<file path="config.mk">
export PLATFORM = sky130hd
export DESIGN_NAME = cbse_ram
export DESIGN_NICKNAME = d
export VERILOG_FILES = /design/src/sv/cubic_bspline_evaluator_macros.svh /design/src/sv/cbse_ram.sv
export SDC_FILE = /design/constraint.sdc
export NUM_CORES = 1
export LEC_CHECK = 0
export ABC_AREA = 1
export BUFFER_PORTS_ARGS = -buffer_cell sky130_fd_sc_hd__buf_4
export CORE_MARGIN = 1
export CORE_UTILIZATION = 35
export CTS_CLUSTER_SIZE = 28
export DETAILED_ROUTE_END_ITERATION = 8
export PLACE_DENSITY = 0.49
export SLEW_MARGIN = 20
export SYNTH_ARGS = -nofsm -noshare
export SYNTH_HDL_FRONTEND = slang
export SYNTH_SLANG_ARGS = --single-unit
</file>
<file path="constraint.sdc">
create_clock -name clk -period 2.94 [get_ports clk]
set_input_delay 0.147 -clock clk [delete_from_list [all_inputs] [get_ports clk]]
set_output_delay 0.147 -clock clk [all_outputs]
set_load 0.1 [all_outputs]
</file>
<file path="src/sv/cubic_bspline_evaluator_macros.svh">
// ----------------------------------------------------------------------------
// cubic_bspline_evaluator_macros
// assertion helpers shared by the evaluator rtl
// ----------------------------------------------------------------------------
`ifndef CUBIC_BSPLINE_EVALUATOR_MACROS_SVH
`define CUBIC_BSPLINE_EVALUATOR_MACROS_SVH

// same-cycle implication, sampled on clk, off while rst_n is low
`define CBSE_ASSERT_IMP(lbl, ante, cons, msg) \
  lbl: assert property (@(posedge clk) disable iff (!rst_n) (ante) |-> (cons)) \
    else $error(msg);

// next-cycle implication, sampled on clk, off while rst_n is low
`define CBSE_ASSERT_NXT(lbl, ante, cons, msg) \
  lbl: assert property (@(posedge clk) disable iff (!rst_n) (ante) |=> (cons)) \
    else $error(msg);

`endif

</file>
<file path="src/sv/cbse_ram.sv">
// ----------------------------------------------------------------------------
// cbse_ram
// generic ram, one write port and two registered read ports
// ----------------------------------------------------------------------------
module cbse_ram #(
  parameter int WIDTH = 24,
  parameter int DEPTH = 32
) (
  input  logic                     clk,
  input  logic                     we,
  input  logic [$clog2(DEPTH)-1:0] waddr,
  input  logic [WIDTH-1:0]         wdata,
  input  logic                     re,
  input  logic [$clog2(DEPTH)-1:0] raddr_a,
  input  logic [$clog2(DEPTH)-1:0] raddr_b,
  output logic [WIDTH-1:0]         rdata_a,
  output logic [WIDTH-1:0]         rdata_b
);

  logic [WIDTH-1:0] mem [DEPTH];

  always_ff @(posedge clk) begin
    if (we) begin
      mem[waddr] <= wdata;
    end
    // read data holds while re is low
    if (re) begin
      rdata_a <= mem[raddr_a];
      rdata_b <= mem[raddr_b];
    end
  end

endmodule

</file>
==> results of run 1 <==
[metrics by stage]
stage | cells | hold WS, ps | power (W)
2_1_floorplan | 4513 | 245.9 | 0.01546
3_3_place_gp | 5934 | 577.8 | 0.01661
3_5_place_dp | 5934 | 578.7 | 0.01661
4_1_cts | 6124 | 52.15 | 0.02790
5_1_grt | 6124 | 91.05 | 0.02862
6_report | 6125 | 92.53 | 0.02774
[flip-flops by register name, indices dropped and copies added, names as in the netlist]
register,flops
mem,768
rdata_a,24
rdata_b,24
[logic make-up (layout without fill, tap and decap cells)]
family                 count (synthesis)  in the layout  synth area share
flip-flops                           816            816            0.5990
buffers and inverters                341            428           0.05744
other                                  0              1                 0
AND/OR/NAND/NOR                     3356           3356            0.3435
[area by class of cell]
cell class | instances | area [um2]
Antenna cell | 1 | 2.502
Inverter | 15 | 101.3
Timing Repair Buffer | 247 | 2462
Multi-Input combinational cell | 3356 | 14290
Tap cell | 1524 | 1907
Sequential cell | 816 | 24500
Clock buffer | 117 | 2460
Clock inverter | 49 | 436.7
Fill cell | 11519 | 69880
[layout by cell type, fill, tap and decap left out]
cell type / instances
clkinvlp_4: 2
clkbuf_8: 2
edfxtp_1: 816
nand3_1: 1164
dlygate4sd3_1: 24
diode_2: 1
clkinv_2: 17
buf_6: 2
inv_2: 3
inv_4: 2
clkinv_4: 1
clkinv_8: 4
inv_8: 2
buf_8: 2
buf_4: 176
clkbuf_1: 22
clkbuf_16: 95
nor2_4: 32
inv_6: 2
nand2_1: 2160
buf_12: 41
inv_1: 5
clkinv_1: 19
bufinv_16: 7
[report_power, final]
| part | switching, W | internal [W] |
|---|---|---|
| combinational | 0.00246 | 0.000814 |
| clock | 0.00480 | 0.00651 |
| sequential | 0.000127 | 0.0130 |
[routing by layer]
metal  part of all wire  vias up
met5           0.000084        -
met1               0.42    16661
met3              0.078      317
met4              0.037        2
met2               0.46     1580
li1                   -    15364
[what timing repair did]
item / 4_1_cts / 5_1_grt
hold buffers: 24 / 0
resized for setup: 0 / 0
hold endpoints to repair: 768 / 0
[worst max path at each step]
stage	startpoint	to	slack [ps]	depth (start not counted)
2_1_floorplan	waddr[0]	mem[0][0]$_DFFE_PP_	1060	3
3_3_place_gp	raddr_a[0]	rdata_a[8]$_DFFE_PP_	800	12
3_5_place_dp	raddr_a[0]	rdata_a[8]$_DFFE_PP_	810	12
4_1_cts	rdata_a[12]$_DFFE_PP_	rdata_a[12]	1100	1
5_1_grt	rdata_a[12]$_DFFE_PP_	rdata_a[12]	1120	1
6_report	rdata_b[0]$_DFFE_PP_	rdata_b[0]	1140	1
==> results.py, run 1 <==
metrics = {
    "sta": {
        "timing.slew.headroom": 0.2498,
        "setup_viol": 0,
        "period_share": 0.6108,
        "hold_viol": 0,
        "fmax_mhz": 556.9,
        "worst_slew_pin_slew_ps": 1118,
        "drv_slew": 0,
        "tns_ps": 0,
        "setup_ws_ps": 1144,
        "rsz0062_at_grt": "no",
        "fin_skew_ps": 30.79,
        "period_minus_slack_ps": 1796,
    },
    "floorplan": {
        "fp.dieW_um": 343.9,
        "core-area_um2": 116000,
        "rows": 125,
        "ios": 90,
        "fp.dieH_um": 343.9,
        "die_area_um2": 118200,
        "initial_core_util": 0.3525,
    },
    "clocking": {
        "clk_pin_slew_ps": 60,
        "clk_latency_ps": 680,
        "cts_root_buf": "clkbuf_16",
        "cts_tree": "built",
        "clkSinkCount": 816,
        "h-tree-depth": 3,
        "cts_buffer_depth": 3,
        "cts_buffers": 93,
        "postCtsSetupBuffers": 0,
    },
    "grt": {
        "grtUsageMet1": 0.3571,
        "grt_pass1_vias": 32258,
        "global_route.usage.met3": 0.03807,
        "use_met2": 0.4175,
        "grt-ovfl-total": 0,
        "antenna_found_initial": 7,
        "grt_pass1_wl_um": 224300,
        "grt_max_degree": 149,
        "grt.total_usage": 0.2605,
        "gr-max-usage-layer": "met2",
    },
    "power": {
        "powerDensity_nw_per_um2": 600.8,
        "irDropWorstVdd_mv": 0.4414,
        "p_leak_nw": 18.14,
    },
    "yosys": {
        "ys_top_cells_by_area": "edfxtp_1 (60%), nand2_1 (20%), nand3_1 (14%), buf_6 (2.4%), buf_2 (1.8%)",
        "synthDistinctLibCells": 14,
        "ys_seq_elements": 816,
        "synth_top_area_share": 0.5990,
        "syn-num-nets": 4555,
        "ys_seq_area_frac": 0.5990,
        "syn_inst": 4513,
        "yosys-top-cells-count": "nand2_1 (2160), nand3_1 (1164), edfxtp_1 (816), buf_2 (149), buf_6 (88)",
        "synthFlopType": "edfxtp_1",
        "synth_top_area_cell": "edfxtp_1",
        "synth_edf_count": 816,
        "avgSynthCellArea_um2": 9.064,
        "syn_area_um2": 40910,
        "synth-async-reset-ratio": 0,
        "synthMostInstantiatedCell": "nand2_1",
        "synth_warnings": 0,
    },
    "placement": {
        "place_area_um2": 43030,
        "portBuffers": 89,
        "dpl.hpwl_um": 84630,
        "place_ws_ps": 810.1,
        "gp_congestion": 0.8072,
    },
    "setup_path": {
        "cp-start-kind": "register",
        "worstPathArrival_ps": 1650,
        "cp.buffers_inverters": 1,
        "worstSetupPathType": "register to output port",
        "reg2regPathDepth": 8,
        "cp-end-kind": "output port",
        "critPathTopFamily": "flip-flops",
        "critPathMaxStageDelay_ps": 600,
        "r2r_setup_slack_ps": 1430,
        "crit_required_ps": 2790,
        "r2r-start": "mem[21][8]$_DFFE_PP_",
        "slowest_stage": "edfxtp_1",
        "regToRegEndpoint": "rdata_b[8]$_DFFE_PP_",
        "crit_chain": "buf_4",
        "critPathMaxFanout": 1,
    },
    "detailed_routing": {
        "wire_per_inst_um": 25.38,
        "drtIter0Drc": 3464,
        "antenna_left": 0,
        "drt-pass1-iter-count": 5,
        "avgViaCountPerCell": 5.539,
        "vias": 33924,
        "drc_errors": 0,
        "postRouteWirelength_um": 155500,
    },
    "layout": {
        "design_area_um2": 46170,
        "nNetsFinal": 4571,
        "area_growth_pct": 12.86,
        "utilization": 0.3978,
        "final_layout_size_suffix_gt1_frac": 0.08478,
    },
    "hold_path": {
        "hp-start": "raddr_a[3]",
        "holdPathStages": 5,
        "hold_path_class": "input pin to register",
        "min_to": "rdata_a[5]$_DFFE_PP_",
    },
    "flow_run": {
        "drv_cap": 0,
    },
    "status": {
        "outcome": "completed",
    },
}
Note: power is estimated with default switching activity, not from simulation.
==> inputs of run 2 (changes only) <==
--- a/config.mk
+++ b/config.mk
@@ -5,7 +5,7 @@
 export SDC_FILE = /design/constraint.sdc
 export NUM_CORES = 1
 export LEC_CHECK = 0
-export ABC_AREA = 1
+export ABC_AREA = 0
 export BUFFER_PORTS_ARGS = -buffer_cell sky130_fd_sc_hd__buf_4
 export CORE_MARGIN = 1
 export CORE_UTILIZATION = 35
==> constraint.sdc (replaced) <==
create_clock -name clk -period 1.8 [get_ports clk]
set_input_delay 0.09 -clock clk [delete_from_list [all_inputs] [get_ports clk]]
set_output_delay 0.09 -clock clk [all_outputs]
set_load 0.1 [all_outputs]
==> run 2 against run 1 <==
Non-clock buffer count increased by 133. Setup slack worse by 1000 ps. Synthesized area decreased by 6.8%.
==> results.py, run 2 <==
metrics = {
    "detailed_routing": {
        "wire_per_inst_um": 29.46,
        "antenna_left": 0,
        "postRouteWirelength_um": 128600,
        "drc_errors": 0,
        "vias": 24966,
        "avgViaCountPerCell": 5.721,
        "drtIter0Drc": 2375,
        "drt-pass1-iter-count": 5,
    },
    "sta": {
        "hold_viol": 0,
        "setup_ws_ps": 119.0,
        "period_minus_slack_ps": 1681,
        "period_share": 0.9339,
        "worst_slew_pin_slew_ps": 482.7,
        "holdWs_ps": 118.0,
        "fmax_mhz": 594.9,
        "fin_skew_ps": 27.35,
        "drv_slew": 0,
        "setup_viol": 0,
        "timing.slew.headroom": 0.6757,
        "rsz0062_at_grt": "no",
    },
    "yosys": {
        "synthMostInstantiatedCell": "edfxtp_1",
        "synth_top_area_share": 0.6427,
        "ys_top_cells_by_area": "edfxtp_1 (64%), mux2i_1 (20%), a22oi_1 (2.8%), a22o_1 (2.2%), nand3_1 (1.9%)",
        "synth_compound_area_frac": 0.07719,
        "synth_top_family_by_area": "multiplexers",
        "synthDistinctLibCells": 23,
        "ys_seq_area_frac": 0.6427,
        "ys_seq_elements": 816,
        "synthFlopType": "edfxtp_1",
        "synth-xor-area-share": 0,
        "synth_warnings": 0,
        "synth_edf_count": 816,
        "synthAdderAreaFrac": 0,
        "syn_area_um2": 38130,
        "yosys.area_share.simple": 0.04719,
        "synth.area.mux_share": 0.2016,
        "yosys-top-cells-count": "edfxtp_1 (816), mux2i_1 (768), nand2_1 (147), nand3_1 (146)",
        "syn_inst": 2608,
        "syn-num-nets": 2650,
        "synth_top_area_cell": "edfxtp_1",
        "avgSynthCellArea_um2": 14.62,
        "synth-async-reset-ratio": 0,
    },
    "grt": {
        "grt_pass1_vias": 25381,
        "grt-ovfl-total": 0,
        "grt_max_degree": 35,
        "grt_pass1_wl_um": 181700,
        "grt.total_usage": 0.2291,
        "antenna_found_initial": 9,
    },
    "clocking": {
        "cts_root_buf": "clkbuf_16",
        "h-tree-depth": 3,
        "clk_latency_ps": 660,
        "cts_buffer_depth": 3,
        "clk_pin_slew_ps": 60,
        "cts_tree": "built",
        "cts_buffers": 91,
        "clkSinkCount": 816,
    },
    "floorplan": {
        "rows": 120,
        "fp.dieH_um": 332.0,
        "fp.dieW_um": 332.0,
        "initial_core_util": 0.3546,
        "core-area_um2": 107500,
        "die_area_um2": 110300,
        "ios": 90,
    },
    "setup_path": {
        "worstSetupEndpoint": "rdata_a[5]$_DFFE_PP_",
        "cp-end-kind": "register",
        "worstSetupPathType": "register to register",
        "r2r_setup_slack_ps": 120,
        "critPathMaxFanout": 2,
        "r2r-start": "mem[5][5]$_DFFE_PP_",
        "cp-start-kind": "register",
        "cp-startpoint": "mem[5][5]$_DFFE_PP_",
        "crit_required_ps": 2190,
        "regToRegEndpoint": "rdata_a[5]$_DFFE_PP_",
        "worstPathArrival_ps": 2070,
        "reg2regPathDepth": 6,
    },
    "layout": {
        "fin_cells": 4364,
        "layout_commonest_cell": "edfxtp_1",
        "nNetsFinal": 2928,
        "utilization": 0.4313,
        "area_growth_pct": 21.60,
        "final_cell_mix": "edfxtp_1 (816), mux2i_1 (768), buf_4 (237)",
        "final_layout_size_suffix_gt1_frac": 0.1812,
        "largest_reg_flops": 768,
        "fillers": 9529,
        "regMostFlops": "mem",
        "reg_top3": "mem: 768 flops, rdata_a: 24 flops, rdata_b: 24 flops",
    },
    "status": {
        "outcome": "completed",
    },
    "power": {
        "irDropWorstVdd_mv": 0.6077,
        "powerDensity_nw_per_um2": 971.8,
        "p_leak_nw": 17.26,
    },
    "placement": {
        "gp_congestion": 0.8364,
        "placed_cells": 4171,
        "place_ws_ps": -124.5,
        "portBuffers": 89,
        "dpl.hpwl_um": 80080,
    },
    "flow_run": {
        "drv_cap": 0,
    },
    "hold_path": {
        "hold_path_class": "input pin to register",
    },
}
==> run 2: logic make-up after synthesis <==
kind of cell,Yosys count
flip-flops,816
multiplexers,768
buffers and inverters,195
AND/OR/NAND/NOR,397
AO/OA/AOI/OAI,432
==> run 2: where the power goes <==
part,leakage (nW),switching [W],total [W],internal (W)
Combinational,8.43,0.00318,0.00492,0.00174
Sequential,7.39,0.000187,0.0215,0.0213
Clock,1.44,0.00764,0.0187,0.0110
==> run 2: how the worst min path moves through the flow <==
stage	start	endpoint	slack, ps	cells past startpoint
6_report	raddr_b[0]	rdata_b[19]$_DFFE_PP_	120	6
5_1_grt	raddr_b[0]	rdata_b[19]$_DFFE_PP_	130	6
3_3_place_gp	wdata[11]	mem[24][11]$_DFFE_PP_	510	1
2_1_floorplan	wdata[0]	mem[0][0]$_DFFE_PP_	190	0
3_5_place_dp	wdata[6]	mem[29][6]$_DFFE_PP_	520	1
4_1_cts	raddr_b[0]	rdata_b[19]$_DFFE_PP_	80	6
==> run 2: layer usage <==
layer  wire [um]  GRT usage  vias to the layer above
li1            -          -                    10891
met1       55990     0.3086                    12893
met2       60290     0.3726                      958
met3        8470    0.04163                      214
met4        3745    0.07496                       10
met5          68          0                        -
==> run 2: final cells by class <==
type | instances | area, um2 | share of cell area
flip-flops and latches | 816 | 24500 | 0.5285
multi-input cells | 1597 | 12740 | 0.2748
repair buffers | 380 | 4382 | 0.09451
diodes | 3 | 7.507 | 0.0001619
well taps | 1403 | 1755 | 0.03786
clock buffers | 109 | 2387 | 0.05149
clock inverters | 56 | 588.1 | 0.01268
==> run 2: through the flow <==
stage | setup TNS, ps | power [W] | area (um2)
2_1_floorplan | -109810 | 0.02462 | 38150
3_3_place_gp | -502.5 | 0.02667 | 43120
6_report | 0 | 0.04506 | 46360
5_1_grt | 0 | 0.04627 | 46350
4_1_cts | 0 | 0.04542 | 46350
3_5_place_dp | -764.3 | 0.02670 | 43120
==> run 2: worst max-delay path: stages (launching register included) <==
cell and delay, ps:
edfxtp_1 400, mux2i_1 170, a22o_1 160, nor3_1 70
a31oi_1 320, buf_4 190, nand3_1 80
==> run 2: what timing repair did <==
action | CTS | global route
endpoints found under the setup margin | 0 | 1
hold buffers | 25 | 0
endpoints found under the hold margin | 781 | 0
setup buffers | 0 | 0
gates resized for setup | 0 | 1
